[config.mk]
export PLATFORM = sky130hd
export DESIGN_NAME = sum_checked_frame_builder_core_flat
export DESIGN_NICKNAME = d
export VERILOG_FILES = /design/src/scfb_pkg.sv /design/src/scfb_if.sv /design/src/scfb_frame_ctl.sv /design/src/scfb_out_serializer.sv /design/src/sum_checked_frame_builder_core.sv /design/src/flat_wrapper.sv
export VERILOG_INCLUDE_DIRS = /design/src /design/src/src
export SDC_FILE = /design/constraint.sdc
export NUM_CORES = 1
export LEC_CHECK = 0
export ABC_AREA = 1
export BUFFER_PORTS_ARGS = -buffer_cell sky130_fd_sc_hd__buf_2
export CORE_MARGIN = 3
export CORE_UTILIZATION = 25
export CTS_CLUSTER_SIZE = 12
export DETAILED_ROUTE_END_ITERATION = 10
export GPL_ROUTABILITY_DRIVEN = 0
export GPL_TIMING_DRIVEN = 0
export HOLD_SLACK_MARGIN = 0.1
export PLACE_DENSITY_LB_ADDON = 0.25
export SYNTH_ARGS = -nofsm -noshare
export SYNTH_HDL_FRONTEND = slang
export SYNTH_SLANG_ARGS = --single-unit
[constraint.sdc]
create_clock -name clk -period 3.9 [get_ports clk]
set_input_delay 0.78 -clock clk [delete_from_list [all_inputs] [get_ports clk]]
set_output_delay 0.78 -clock clk [all_outputs]
set_load 0.01 [all_outputs]
[src/sum_checked_frame_builder_core_macros.svh]
// ----------------------------------------------------------------------------
// Assertion macros for the frame builder
// Concurrent checks on clk, quiet while rst is high; empty for synthesis.
// ----------------------------------------------------------------------------
`ifndef SUM_CHECKED_FRAME_BUILDER_CORE_MACROS_SVH
`define SUM_CHECKED_FRAME_BUILDER_CORE_MACROS_SVH

`ifndef SYNTHESIS
// Expression must hold on every clock edge out of reset.
`define SCFB_ASSERT_ALWAYS(lbl, expr) \
  lbl: assert property (@(posedge clk) disable iff (rst) (expr)) \
    else $error("frame builder check failed");
// Same-cycle implication.
`define SCFB_ASSERT_IMPL(lbl, ante, cons) \
  lbl: assert property (@(posedge clk) disable iff (rst) (ante) |-> (cons)) \
    else $error("frame builder check failed");
// Next-cycle implication.
`define SCFB_ASSERT_NEXT(lbl, ante, cons) \
  lbl: assert property (@(posedge clk) disable iff (rst) (ante) |=> (cons)) \
    else $error("frame builder check failed");
`else
`define SCFB_ASSERT_ALWAYS(lbl, expr)
`define SCFB_ASSERT_IMPL(lbl, ante, cons)
`define SCFB_ASSERT_NEXT(lbl, ante, cons)
`endif

`endif

[src/scfb_pkg.sv]
// ----------------------------------------------------------------------------
// scfb_pkg
// Shared constants and types for the framed byte stream builder.
// ----------------------------------------------------------------------------
`timescale 1ns / 1ps
`default_nettype none

package scfb_pkg;

  localparam int unsigned MAX_LEN     = 65;
  localparam int unsigned MAX_RESULTS = 5;
  localparam int unsigned CNT_W       = $clog2(MAX_RESULTS + 1);
  localparam int unsigned LEFT_W      = 7;
  localparam int unsigned LEN_W       = 16;
  localparam int unsigned BYTE_W      = 8;

  localparam logic [BYTE_W-1:0] HEADER_BYTE = 8'hA1;

  typedef enum logic {
    OP_START = 1'b0,
    OP_DATA  = 1'b1
  } op_t;

  // Result bytes caused by one input transaction, oldest in slot 0.
  typedef struct packed {
    logic [CNT_W-1:0]                   cnt;
    logic [MAX_RESULTS-1:0][BYTE_W-1:0] bytes;
    logic                               term;  // final byte ends the frame
    logic                               err;   // single error result
  } burst_t;

endpackage

`default_nettype wire

[src/scfb_if.sv]
// ----------------------------------------------------------------------------
// scfb channel interfaces
// Valid/ready channels for input items and output stream bytes.
// ----------------------------------------------------------------------------
`timescale 1ns / 1ps
`default_nettype none

interface scfb_in_if;
  logic        valid;
  logic        ready;
  logic        op;
  logic [7:0]  command;
  logic [15:0] length;
  logic [7:0]  data_byte;

  modport source (output valid, op, command, length, data_byte, input ready);
  modport sink   (input valid, op, command, length, data_byte, output ready);
endinterface

interface scfb_out_if;
  logic       valid;
  logic       ready;
  logic [7:0] out_byte;
  logic       last;
  logic       error;

  modport source (output valid, out_byte, last, error, input ready);
  modport sink   (input valid, out_byte, last, error, output ready);
endinterface

`default_nettype wire

[src/scfb_frame_ctl.sv]
// ----------------------------------------------------------------------------
// scfb_frame_ctl
// Input register, frame state and per-transaction result burst.
// ----------------------------------------------------------------------------
`timescale 1ns / 1ps
`default_nettype none

`include "sum_checked_frame_builder_core_macros.svh"

module scfb_frame_ctl (
  input  wire logic            clk,
  input  wire logic            rst,
  scfb_in_if.sink              in_ch,
  input  wire logic            can_take,
  output scfb_pkg::burst_t     burst,
  output logic                 burst_valid
);
  import scfb_pkg::*;

  logic                  v_q;
  logic                  op_q;
  logic [BYTE_W-1:0]     command_q;
  logic [LEN_W-1:0]      length_q;
  logic [BYTE_W-1:0]     data_q;

  logic                  in_frame, in_frame_next;
  logic [LEFT_W-1:0]     bytes_left, bytes_left_next;
  logic [BYTE_W-1:0]     running_sum, running_sum_next;

  logic                  take;
  logic                  len_ok;
  logic [BYTE_W-1:0]     hdr_sum;
  logic [LEFT_W-1:0]     start_left;
  logic [BYTE_W-1:0]     data_sum;
  logic [LEFT_W-1:0]     data_left;
  burst_t                b;

  assign take         = v_q && can_take;
  assign in_ch.ready  = !v_q || take;
  assign burst_valid  = take;
  assign burst        = b;

  always_ff @(posedge clk) begin
    if (rst) begin
      v_q <= 1'b0;
    end else if (in_ch.valid && in_ch.ready) begin
      v_q <= 1'b1;
    end else if (take) begin
      v_q <= 1'b0;
    end
    if (in_ch.valid && in_ch.ready) begin
      op_q      <= in_ch.op;
      command_q <= in_ch.command;
      length_q  <= in_ch.length;
      data_q    <= in_ch.data_byte;
    end
  end

  assign len_ok     = (length_q != '0) && (length_q <= LEN_W'(MAX_LEN));
  assign hdr_sum    = HEADER_BYTE + command_q + length_q[15:8] + length_q[7:0];
  assign start_left = length_q[LEFT_W-1:0] - LEFT_W'(1);
  assign data_sum   = running_sum + data_q;
  assign data_left  = bytes_left - LEFT_W'(1);

  always_comb begin
    b                = '0;
    in_frame_next    = in_frame;
    bytes_left_next  = bytes_left;
    running_sum_next = running_sum;
    case (op_t'(op_q))
      OP_START: begin
        if (!len_ok) begin
          b.cnt            = CNT_W'(1);
          b.term           = 1'b1;
          b.err            = 1'b1;
          in_frame_next    = 1'b0;
          bytes_left_next  = '0;
          running_sum_next = '0;
        end else begin
          b.bytes[0] = HEADER_BYTE;
          b.bytes[1] = command_q;
          b.bytes[2] = length_q[15:8];
          b.bytes[3] = length_q[7:0];
          if (start_left == '0) begin
            b.cnt            = CNT_W'(5);
            b.bytes[4]       = hdr_sum;
            b.term           = 1'b1;
            in_frame_next    = 1'b0;
            bytes_left_next  = '0;
            running_sum_next = '0;
          end else begin
            b.cnt            = CNT_W'(4);
            in_frame_next    = 1'b1;
            bytes_left_next  = start_left;
            running_sum_next = hdr_sum;
          end
        end
      end
      OP_DATA: begin
        if (!in_frame) begin
          b.cnt  = CNT_W'(1);
          b.term = 1'b1;
          b.err  = 1'b1;
        end else if (data_left == '0) begin
          b.cnt            = CNT_W'(2);
          b.bytes[0]       = data_q;
          b.bytes[1]       = data_sum;
          b.term           = 1'b1;
          in_frame_next    = 1'b0;
          bytes_left_next  = '0;
          running_sum_next = '0;
        end else begin
          b.cnt            = CNT_W'(1);
          b.bytes[0]       = data_q;
          bytes_left_next  = data_left;
          running_sum_next = data_sum;
        end
      end
      default: begin
        b.cnt = '0;
      end
    endcase
  end

  always_ff @(posedge clk) begin
    if (rst) begin
      in_frame    <= 1'b0;
      bytes_left  <= '0;
      running_sum <= '0;
    end else if (take) begin
      in_frame    <= in_frame_next;
      bytes_left  <= bytes_left_next;
      running_sum <= running_sum_next;
    end
  end

  // idle state is fully cleared
  `SCFB_ASSERT_IMPL(a_idle_clear, !in_frame, (bytes_left == '0) && (running_sum == '0))
  // an open frame always expects at least one more payload byte
  `SCFB_ASSERT_IMPL(a_open_left, in_frame, bytes_left != '0)
  // a held item with no room downstream stays held
  `SCFB_ASSERT_NEXT(a_hold, v_q && !can_take, v_q)

endmodule

`default_nettype wire

[src/scfb_out_serializer.sv]
// ----------------------------------------------------------------------------
// scfb_out_serializer
// Result buffer that drains a burst one byte per output transaction.
// ----------------------------------------------------------------------------
`timescale 1ns / 1ps
`default_nettype none

`include "sum_checked_frame_builder_core_macros.svh"

module scfb_out_serializer (
  input  wire logic            clk,
  input  wire logic            rst,
  input  wire scfb_pkg::burst_t burst,
  input  wire logic            burst_valid,
  output logic                 can_take,
  scfb_out_if.source           out_ch
);
  import scfb_pkg::*;

  logic [CNT_W-1:0]                   cnt;
  logic [MAX_RESULTS-1:0][BYTE_W-1:0] buf_q;
  logic                               term;
  logic                               err;
  logic                               pop;

  assign pop      = (cnt != '0) && out_ch.ready;
  assign can_take = (cnt == '0) || ((cnt == CNT_W'(1)) && out_ch.ready);

  assign out_ch.valid    = cnt != '0;
  assign out_ch.out_byte = buf_q[0];
  assign out_ch.last     = term && (cnt == CNT_W'(1));
  assign out_ch.error    = err;

  always_ff @(posedge clk) begin
    if (rst) begin
      cnt <= '0;
    end else if (burst_valid) begin
      cnt <= burst.cnt;
    end else if (pop) begin
      cnt <= cnt - CNT_W'(1);
    end
    if (burst_valid) begin
      buf_q <= burst.bytes;
      term  <= burst.term;
      err   <= burst.err;
    end else if (pop) begin
      for (int i = 0; i < MAX_RESULTS - 1; i++) begin
        buf_q[i] <= buf_q[i+1];
      end
    end
  end

  `SCFB_ASSERT_ALWAYS(a_cnt_range, cnt <= CNT_W'(MAX_RESULTS))
  // a new burst lands only once the old one is gone or leaving
  `SCFB_ASSERT_IMPL(a_no_overwrite, burst_valid, can_take)
  // an error result is always a lone, final byte
  `SCFB_ASSERT_IMPL(a_err_last, out_ch.valid && out_ch.error, out_ch.last)

endmodule

`default_nettype wire

[src/sum_checked_frame_builder_core.sv]
// ----------------------------------------------------------------------------
// sum_checked_frame_builder_core
// Framed byte stream builder with 8-bit additive checksum.
// ----------------------------------------------------------------------------
// Each input transaction is captured in an input register, turned into a burst
// of stream bytes in one pass of short logic, and placed in a five-byte result
// buffer that feeds the output channel one byte per transaction. A data item
// gives one output byte, or two when it closes the frame (payload plus
// checksum); a start item gives four bytes (0xA1, command, length high, length
// low) or five when length is 1 and the checksum follows the header at once.
// The pace is set by the single-byte output port draining that buffer: a new
// item moves into the buffer in the same cycle its last pending byte is taken,
// so payload bytes run at one per cycle while ready is high. A bad length (0 or
// above 65) or a data item with no open frame gives one byte 0 with last and
// error set. A start item during an open frame drops that frame without a checksum.
// ----------------------------------------------------------------------------
`timescale 1ns / 1ps
`default_nettype none

module sum_checked_frame_builder_core (
  input  wire logic clk,
  input  wire logic rst,
  scfb_in_if.sink   in_ch,
  scfb_out_if.source out_ch
);
  import scfb_pkg::*;

  burst_t burst;
  logic   burst_valid;
  logic   can_take;

  // input register, frame state, burst build
  scfb_frame_ctl u_ctl (
    .clk         (clk),
    .rst         (rst),
    .in_ch       (in_ch),
    .can_take    (can_take),
    .burst       (burst),
    .burst_valid (burst_valid)
  );

  // result buffer, one byte per output transaction
  scfb_out_serializer u_ser (
    .clk         (clk),
    .rst         (rst),
    .burst       (burst),
    .burst_valid (burst_valid),
    .can_take    (can_take),
    .out_ch      (out_ch)
  );

endmodule

`default_nettype wire
[src/flat_wrapper.sv]
// flat-port wrapper written by rule: the top's interface ports become plain ports
module sum_checked_frame_builder_core_flat import scfb_pkg::*;
  (clk, rst, in_ch_valid, in_ch_op, in_ch_command, in_ch_length, in_ch_data_byte, in_ch_ready, out_ch_valid, out_ch_out_byte, out_ch_last, out_ch_error, out_ch_ready);
  scfb_in_if in_ch_i ();
  scfb_out_if out_ch_i ();
  input  wire logic clk;
  input  wire logic rst;
  input wire logic [$bits(in_ch_i.valid)-1:0] in_ch_valid;
  input wire logic [$bits(in_ch_i.op)-1:0] in_ch_op;
  input wire logic [$bits(in_ch_i.command)-1:0] in_ch_command;
  input wire logic [$bits(in_ch_i.length)-1:0] in_ch_length;
  input wire logic [$bits(in_ch_i.data_byte)-1:0] in_ch_data_byte;
  output wire logic [$bits(in_ch_i.ready)-1:0] in_ch_ready;
  output wire logic [$bits(out_ch_i.valid)-1:0] out_ch_valid;
  output wire logic [$bits(out_ch_i.out_byte)-1:0] out_ch_out_byte;
  output wire logic [$bits(out_ch_i.last)-1:0] out_ch_last;
  output wire logic [$bits(out_ch_i.error)-1:0] out_ch_error;
  input wire logic [$bits(out_ch_i.ready)-1:0] out_ch_ready;
  assign in_ch_i.valid = in_ch_valid;
  assign in_ch_i.op = in_ch_op;
  assign in_ch_i.command = in_ch_command;
  assign in_ch_i.length = in_ch_length;
  assign in_ch_i.data_byte = in_ch_data_byte;
  assign in_ch_ready = in_ch_i.ready;
  assign out_ch_valid = out_ch_i.valid;
  assign out_ch_out_byte = out_ch_i.out_byte;
  assign out_ch_last = out_ch_i.last;
  assign out_ch_error = out_ch_i.error;
  assign out_ch_i.ready = out_ch_ready;
  sum_checked_frame_builder_core u_core (.clk(clk), .rst(rst), .in_ch(in_ch_i), .out_ch(out_ch_i));
endmodule
==> flow_metrics.env, run 1 <==
export IMPL_globalRouteTotalUtil_pct=11.84
export IMPL_antenna_found_initial=0
export IMPL_grt_setup_unrepaired="no"
export IMPL_drv_slew=0
export IMPL_synth_seq_cells=95
export IMPL_worstSkewPairLatency_ns=0.35
export IMPL_cts_buffers=9
export IMPL_power_per_cell_area_nw_per_um2=655.0
export IMPL_run_status="finished, final reports clean"
export IMPL_cp_required_ns=4.16
export IMPL_ant_nets=0
export IMPL_routedWlPerCell_um=13.77
export IMPL_synth_most_common_cell="sky130_fd_sc_hd__nand2_1"
export IMPL_cells_taking_the_most_area_after_synthesis="sky130_fd_sc_hd__edfxtp_1, sky130_fd_sc_hd__nand2_1, sky130_fd_sc_hd__dfxtp_1, sky130_fd_sc_hd__ha_1, sky130_fd_sc_hd__inv_1"
export IMPL_detail_route_iter0_violations=197
export IMPL_crit_path_top_delay_cell="sky130_fd_sc_hd__fa_1"
export IMPL_syn_area_per_cell_um2=9.068
export IMPL_slowest_delay_ns=0.51
export IMPL_floorplan_die_area_um2=23040
export IMPL_clk_path_buf_depth=2
export IMPL_path_max_fanout=5
export IMPL_synth_commonest_cells="sky130_fd_sc_hd__nand2_1, sky130_fd_sc_hd__inv_1, sky130_fd_sc_hd__edfxtp_1"
export IMPL_final_min_clock_period_ns=2.885
export IMPL_timing_critical_path_to_type="flop"
export IMPL_synthToLayoutAreaGrowth_pct=17.21
export IMPL_crit_chain="inv_1 > fa_1 > inv_1 > ha_1 > ha_1 > nand2_1 > nand2_1 > a31oi_1 > xor2_1 > nor2_1 > o21ai_1 > inv_1"
export IMPL_worst_slew_pin_transition_ns=1.010
export IMPL_design_core_area_um2=20560
export IMPL_clock_tree_htree_level_count=3
export IMPL_cts_hold_buf=0
export IMPL_die_x_um=151.8
export IMPL_placementRows=52
export IMPL_dr_pass1_iters=4
export IMPL_route_detailed_drc=0
export IMPL_synth_enable_flop_cells=75
export IMPL_setup_worst_path_start_class="flop"
export IMPL_synth_nets=660
export IMPL_clkTransAtPathRegs_ns=0.08
export IMPL_maximum_number_of_pins_on_one_net_before_global_route_repair=34
export IMPL_worst_hold_path_type="flop to flop"
export IMPL_timing_final_hold_violations=0
export IMPL_maximum_clock_skew_at_final_layout_ns=0.009414
export IMPL_pre_cts_ws_ns=1.018
export IMPL_synth_cell_area_um2=5314
export IMPL_vias_per_cell=4.218
export IMPL_design_final_nets=720
export IMPL_antenna_cells=0
export IMPL_synth_largest_area_cell="sky130_fd_sc_hd__edfxtp_1"
export IMPL_critical_path_arrival_ns=3.14
export IMPL_final_critical_path_setup_slack_ns=1.015
export IMPL_relSlewSlack_pct=32.69
export IMPL_setup_violations=0
export IMPL_post_cts_repair_setup_buffers=0
export IMPL_worstPathBufferInverterCount=3
export IMPL_routed_wirelength_mm=12.68
export IMPL_clockRootBuffer="sky130_fd_sc_hd__clkbuf_16"
export IMPL_synth_seq_area_share_pct=49.92
export IMPL_floorplan_io_pins=49
export IMPL_synthDistinctLibCells=38
export IMPL_cts_tree="done"
export IMPL_timing_critical_path_mode_cell="sky130_fd_sc_hd__inv_1"
export IMPL_worst_ir_drop_vdd_mv=0.2389
export IMPL_port_buffers=48
export IMPL_total_leakage_power_uw=0.002775
export IMPL_timing_max_cap_violations=0
export IMPL_start_util_pct=25.85
export IMPL_synth_async_sr_flop_share_pct=0
export IMPL_critical_path_top_delay_family="adder cells"
export IMPL_grt_remaining_overflow=0
export IMPL_layout_drive_gt1_share_pct=16.13
export IMPL_post_synth_inst_count=586
export IMPL_resized_cells_post_cts=0
export IMPL_number_of_global_route_vias_before_repair=3875
export IMPL_grt_first_pass_wirelength_mm=20.44
export IMPL_vias_post_dr=3885
export IMPL_die_height_um=151.8
export IMPL_ys_flop_type="sky130_fd_sc_hd__edfxtp_1"
export IMPL_worst_setup_path_type="flop to flop"
export IMPL_numClockSinks=95
export IMPL_fin_crit_sh_pct=73.96
export IMPL_layout_core_utilization_pct=30.29
export IMPL_dp_hpwl_mm=9.707
export IMPL_achievable_frequency_mhz=346.7
export IMPL_synth_warnings=0
export IMPL_yosys_area_top_type_share_pct=42.38
per-layer routing:
metal,routed length [um],GRT usage [%],up-vias
li1,-,-,2049
met5,0,0,-
met1,6406,16.26,1772
met4,157,3.908,0
met2,5735,18.53,54
met3,384,2.647,10
sequential cells by signal, summed over array words and instances, names as in the netlist:
name / count
u_core.u_ctl.in_frame: 1
u_core.u_ser.out_ch.out_byte: 8
u_core.u_ctl.command_q: 8
u_core.u_ctl.data_q: 8
u_core.u_ctl.v_q: 1
u_core.u_ser.buf_q: 32
u_core.u_ser.term: 1
u_core.u_ctl.bytes_left: 7
u_core.u_ctl.op_q: 1
u_core.u_ser.out_ch.error: 1
u_core.u_ctl.length_q: 16
u_core.u_ser.cnt: 3
u_core.u_ctl.running_sum: 8
worst paths after layout:
| path | startpoint | end | slack [ns] | depth (start not counted) |
|---|---|---|---|---|
| min reg2reg | u_core.u_ser.buf_q[8]$_DFFE_PP_ | u_core.u_ser.out_ch.out_byte[0]$_DFFE_PP_ | 0.52 | 2 |
| min | u_core.u_ser.buf_q[8]$_DFFE_PP_ | u_core.u_ser.out_ch.out_byte[0]$_DFFE_PP_ | 0.52 | 2 |
| max | u_core.u_ctl.length_q[3]$_DFFE_PP_ | u_core.u_ctl.running_sum[4]$_SDFFE_PP0P_ | 1.02 | 12 |
| max reg2reg | u_core.u_ctl.length_q[3]$_DFFE_PP_ | u_core.u_ctl.running_sum[4]$_SDFFE_PP0P_ | 1.02 | 12 |
report_power, final:
part | leakage (uW) | switching (uW) | internal, uW
Combinational | 0.00175 | 959 | 608
Clock | 0.000143 | 435 | 452
Sequential | 0.000884 | 132 | 1490
layout by cell type (no fill, tap or decap), types with 8 or more instances in the layout:
cell	Yosys	layout
sky130_fd_sc_hd__nand2_1	124	124
sky130_fd_sc_hd__inv_1	91	90
sky130_fd_sc_hd__edfxtp_1	75	75
sky130_fd_sc_hd__buf_2	2	50
sky130_fd_sc_hd__nor2_1	48	48
sky130_fd_sc_hd__nand3_1	47	47
sky130_fd_sc_hd__ha_1	29	29
sky130_fd_sc_hd__a21oi_1	27	27
sky130_fd_sc_hd__dfxtp_1	20	20
sky130_fd_sc_hd__o21ai_0	18	17
sky130_fd_sc_hd__nand4_1	14	14
sky130_fd_sc_hd__buf_4	10	10
sky130_fd_sc_hd__o21ai_1	10	10
sky130_fd_sc_hd__clkbuf_16	0	9
sky130_fd_sc_hd__fa_1	8	8
logic make-up (layout without fill, tap and decap cells):
kind of cell	Yosys count	in the layout	synth area share, %
AND/OR/NAND/NOR	254	254	21.33
buffers and inverters	118	183	9.513
flip-flops	95	95	49.92
AO/OA/AOI/OAI	76	76	8.406
adder cells (fa/ha/maj)	37	37	9.842
XOR/XNOR	6	6	0.9891
worst min-delay path, delay by kind of cell (launching register included):
kind             cells  cell delay, ns
DFF                  1            0.32
and+or+nand+nor      2            0.10
area by class of cell:
| cell class | instances | area (um2) |
|---|---|---|
| fill | 2216 | 14330 |
| sequential | 95 | 2653 |
| multi-input combinational | 373 | 2167 |
| inverter | 97 | 364.1 |
| tap | 270 | 337.8 |
| timing repair buffer | 49 | 267.8 |
| clock buffer | 9 | 225.2 |
| buffer | 21 | 141.4 |
| clock inverter | 7 | 72.57 |
per-stage QoR:
step	cells	setup TNS, ns	total power, uW	cell area [um2]	hold WS (ns)
2_1_floorplan	586	0	2768	5314	0.4805
3_3_place_gp	904	-37.06	3209	5892	0.5026
3_5_place_dp	905	0	3237	5931	0.5041
4_1_cts	921	0	4143	6228	0.5226
5_1_grt	921	0	4435	6228	0.5526
6_report	921	0	4080	6228	0.5175
Power figures use the tool's default switching activity.
==> run 2: changes to the inputs <==
clock period = 2.4 ns   (was 3.9 ns; I/O delays follow)
==> run 2 against run 1 <==
The flow now finishes with violations (setup timing). Clock skew increased by 0.0019 ns. Register-to-register slack got worse by 1.2 ns. First-iteration DRC count increased by 43%. Wire length increased by 6.8%. Global-route usage up 0.61 points.
==> flow_metrics.env, run 2 (synthesized netlist as in run 1, its figures left out) <==
export IMPL_synthToLayoutAreaGrowth_pct=23.73
export IMPL_die_x_um=151.8
export IMPL_dr_pass1_iters=4
export IMPL_flip_flop_count_of_the_largest_register_all_copies_and_words_added=32
export IMPL_timing_rr_start="u_core.u_ctl.command_q[1]$_DFFE_PP_"
export IMPL_setup_worst_path_start_class="flop"
export IMPL_die_height_um=151.8
export IMPL_worstSkewPairLatency_ns=0.35
export IMPL_antenna_found_initial=0
export IMPL_cts_tree="done"
export IMPL_routed_wirelength_mm=13.55
export IMPL_clockRootBuffer="sky130_fd_sc_hd__clkbuf_16"
export IMPL_timing_critical_path_to_type="flop"
export IMPL_clock_tree_htree_level_count=3
export IMPL_clk_path_buf_depth=2
export IMPL_run_status="complete, but fails checks"
export IMPL_r2r_setup_slack_ns=-0.19
export IMPL_timing_reg2reg_worst_path_depth=14
export IMPL_crit_start="u_core.u_ctl.command_q[1]$_DFFE_PP_"
export IMPL_antenna_cells=0
export IMPL_slowest_delay_ns=0.49
export IMPL_port_buffers=48
export IMPL_detail_route_iter0_violations=281
export IMPL_drv_slew=0
export IMPL_stdcell_count=941
export IMPL_holdPathStages=1
export IMPL_crit_path_top_delay_cell="sky130_fd_sc_hd__fa_1"
export IMPL_design_core_area_um2=20560
export IMPL_floorplan_die_area_um2=23040
export IMPL_worst_ir_drop_vdd_mv=0.3407
export IMPL_worst_setup_path_type="flop to flop"
export IMPL_dp_cells=905
export IMPL_numClockSinks=95
export IMPL_layout_cells_most_common_list="sky130_fd_sc_hd__nand2_1, sky130_fd_sc_hd__edfxtp_1, sky130_fd_sc_hd__inv_1"
export IMPL_route_detailed_drc=0
export IMPL_pre_cts_ws_ns=-0.4101
export IMPL_routedWlPerCell_um=14.39
export IMPL_layout_drive_gt1_share_pct=25.78
export IMPL_clkTransAtPathRegs_ns=0.07
export IMPL_timing_critical_path_mode_cell="sky130_fd_sc_hd__inv_2"
export IMPL_timing_final_hold_violations=0
export IMPL_critical_path_arrival_ns=2.84
export IMPL_reg_top3="u_core.u_ser.buf_q (32), u_core.u_ctl.length_q (16)"
export IMPL_ant_nets=0
export IMPL_critical_path_top_delay_family="adder cells"
export IMPL_worstPathBufferInverterCount=7
export IMPL_path_max_fanout=3
export IMPL_relSlewSlack_pct=47.92
export IMPL_power_per_cell_area_nw_per_um2=1089
export IMPL_cp_depth=14
export IMPL_number_of_global_route_vias_before_repair=3984
export IMPL_placementRows=52
export IMPL_dp_hpwl_mm=9.740
export IMPL_final_critical_path_setup_slack_ns=-0.1898
export IMPL_design_final_nets=740
export IMPL_start_util_pct=25.85
export IMPL_fin_crit_sh_pct=107.9
export IMPL_cts_buffers=9
export IMPL_r2r_end="u_core.u_ctl.running_sum[3]$_SDFFE_PP0P_"
export IMPL_sum_of_negative_setup_slack_ns=-0.9010
export IMPL_grt_remaining_overflow=0
export IMPL_maximum_number_of_pins_on_one_net_before_global_route_repair=34
export IMPL_worst_hold_path_type="primary input to flop"
export IMPL_final_min_clock_period_ns=2.590
export IMPL_achievable_frequency_mhz=386.1
export IMPL_timing_max_cap_violations=0
export IMPL_vias_post_dr=4055
export IMPL_power_total_uw=7163
export IMPL_worst_slew_pin_transition_ns=0.7801
export IMPL_globalRouteTotalUtil_pct=12.45
export IMPL_cp_required_ns=2.65
export IMPL_maximum_clock_skew_at_final_layout_ns=0.01134
export IMPL_grt_first_pass_wirelength_mm=21.78
export IMPL_violations="setup timing"
export IMPL_layout_cells_most_common="sky130_fd_sc_hd__nand2_1"
export IMPL_total_leakage_power_uw=0.002852
export IMPL_vias_per_cell=4.309
export IMPL_grt_setup_unrepaired="yes"
export IMPL_crit_chain="inv_2 > fa_1 > inv_2 > ha_4 > ha_4 > inv_2 > fa_2 > buf_4 > buf_6 > xnor2_4 > inv_2 > nor2_2 > o21ai_1 > inv_1"
export IMPL_floorplan_io_pins=49
export IMPL_setup_violations=7
export IMPL_largest_register="u_core.u_ser.buf_q"
export IMPL_worst_setup_path_endpoint="u_core.u_ctl.running_sum[3]$_SDFFE_PP0P_"
==> run 2: cell types whose count changed in the layout (fill, tap and decap cells not counted), moves of 5 or more <==
cell                      previous run  this run
sky130_fd_sc_hd__ha_4                0         9
sky130_fd_sc_hd__nor2_2              4         9
sky130_fd_sc_hd__ha_1               29        20
sky130_fd_sc_hd__nor2_1             48        43
sky130_fd_sc_hd__nand2_2             1         7
sky130_fd_sc_hd__inv_2               6        23
sky130_fd_sc_hd__nand2_1           124       118
sky130_fd_sc_hd__buf_4              10        28
sky130_fd_sc_hd__inv_1              90        72
==> run 2: how the worst min path moves through the flow <==
stage,end,from,slack (ns)
global placement,u_core.u_ser.out_ch.out_byte[6]$_DFFE_PP_,u_core.u_ser.buf_q[14]$_DFFE_PP_,0.50
floorplan,u_core.u_ctl.running_sum[5]$_SDFFE_PP0P_,u_core.u_ctl.running_sum[5]$_SDFFE_PP0P_,0.48
CTS,u_core.u_ctl.op_q$_DFFE_PP_,in_ch_op,0.28
detailed placement,u_core.u_ser.out_ch.out_byte[1]$_DFFE_PP_,u_core.u_ser.buf_q[9]$_DFFE_PP_,0.51
global route,u_core.u_ctl.length_q[11]$_DFFE_PP_,in_ch_length[11],0.28
finish,u_core.u_ctl.command_q[2]$_DFFE_PP_,in_ch_command[2],0.30
==> run 2: stage by stage <==
step	util [%]	cell area, um2	hold WS, ns
final	31.98	6575	0.2990
after global routing	31.98	6575	0.2812
after CTS	31.43	6462	0.2837
after detailed placement	28.96	5953	0.5074
after global placement	28.79	5918	0.5044
after floorplan	-	5340	0.4805
==> run 2: cell type report <==
| cell class | count | area [um2] |
|---|---|---|
| Fill cell | 2204 | 13980 |
| Sequential cell | 95 | 2653 |
| Multi-Input combinational cell | 373 | 2376 |
| Timing Repair Buffer | 69 | 425.4 |
| Inverter | 97 | 366.6 |
| Tap cell | 270 | 337.8 |
| Clock buffer | 10 | 229.0 |
| Buffer | 21 | 142.6 |
| Clock inverter | 6 | 45.04 |
==> run 2: power by group <==
part | switching, uW | internal (uW) | leakage [uW]
combinational | 1810 | 1350 | 0.00184
sequential | 215 | 2430 | 0.000884
clock | 649 | 709 | 0.000126
total | 2670 | 4490 | 0.00285
==> run 2: metal layers <==
layer / global-route usage [%] / vias to the layer above / wire (um)
met5: 0 / - / 0
met3: 2.885 / 12 / 744
li1: - / 2096 / -
met2: 19.51 / 96 / 5932
met1: 17.39 / 1851 / 6696
met4: 3.190 / 0 / 171
==> run 2: timing repair <==
| action | 4_1_cts | 5_1_grt |
|---|---|---|
| hold buffers | 0 | 0 |
| cloned | 0 | 0 |
| buffers inserted | 14 | 8 |
| pin swaps | 21 | 18 |
| endpoints found under the setup margin | 12 | 46 |
| gates resized for setup | 27 | 25 |
==> run 2: worst reg2reg max path: stages (launching register included) <==
cell	delay, ns
sky130_fd_sc_hd__edfxtp_1	0.44
sky130_fd_sc_hd__inv_2	0.05
sky130_fd_sc_hd__fa_1	0.49
sky130_fd_sc_hd__inv_2	0.05
sky130_fd_sc_hd__ha_4	0.26
sky130_fd_sc_hd__ha_4	0.13
sky130_fd_sc_hd__inv_2	0.03
sky130_fd_sc_hd__fa_2	0.37
sky130_fd_sc_hd__buf_4	0.16
sky130_fd_sc_hd__buf_6	0.12
sky130_fd_sc_hd__xnor2_4	0.11
sky130_fd_sc_hd__inv_2	0.08
sky130_fd_sc_hd__nor2_2	0.04
sky130_fd_sc_hd__o21ai_1	0.12
sky130_fd_sc_hd__inv_1	0.05
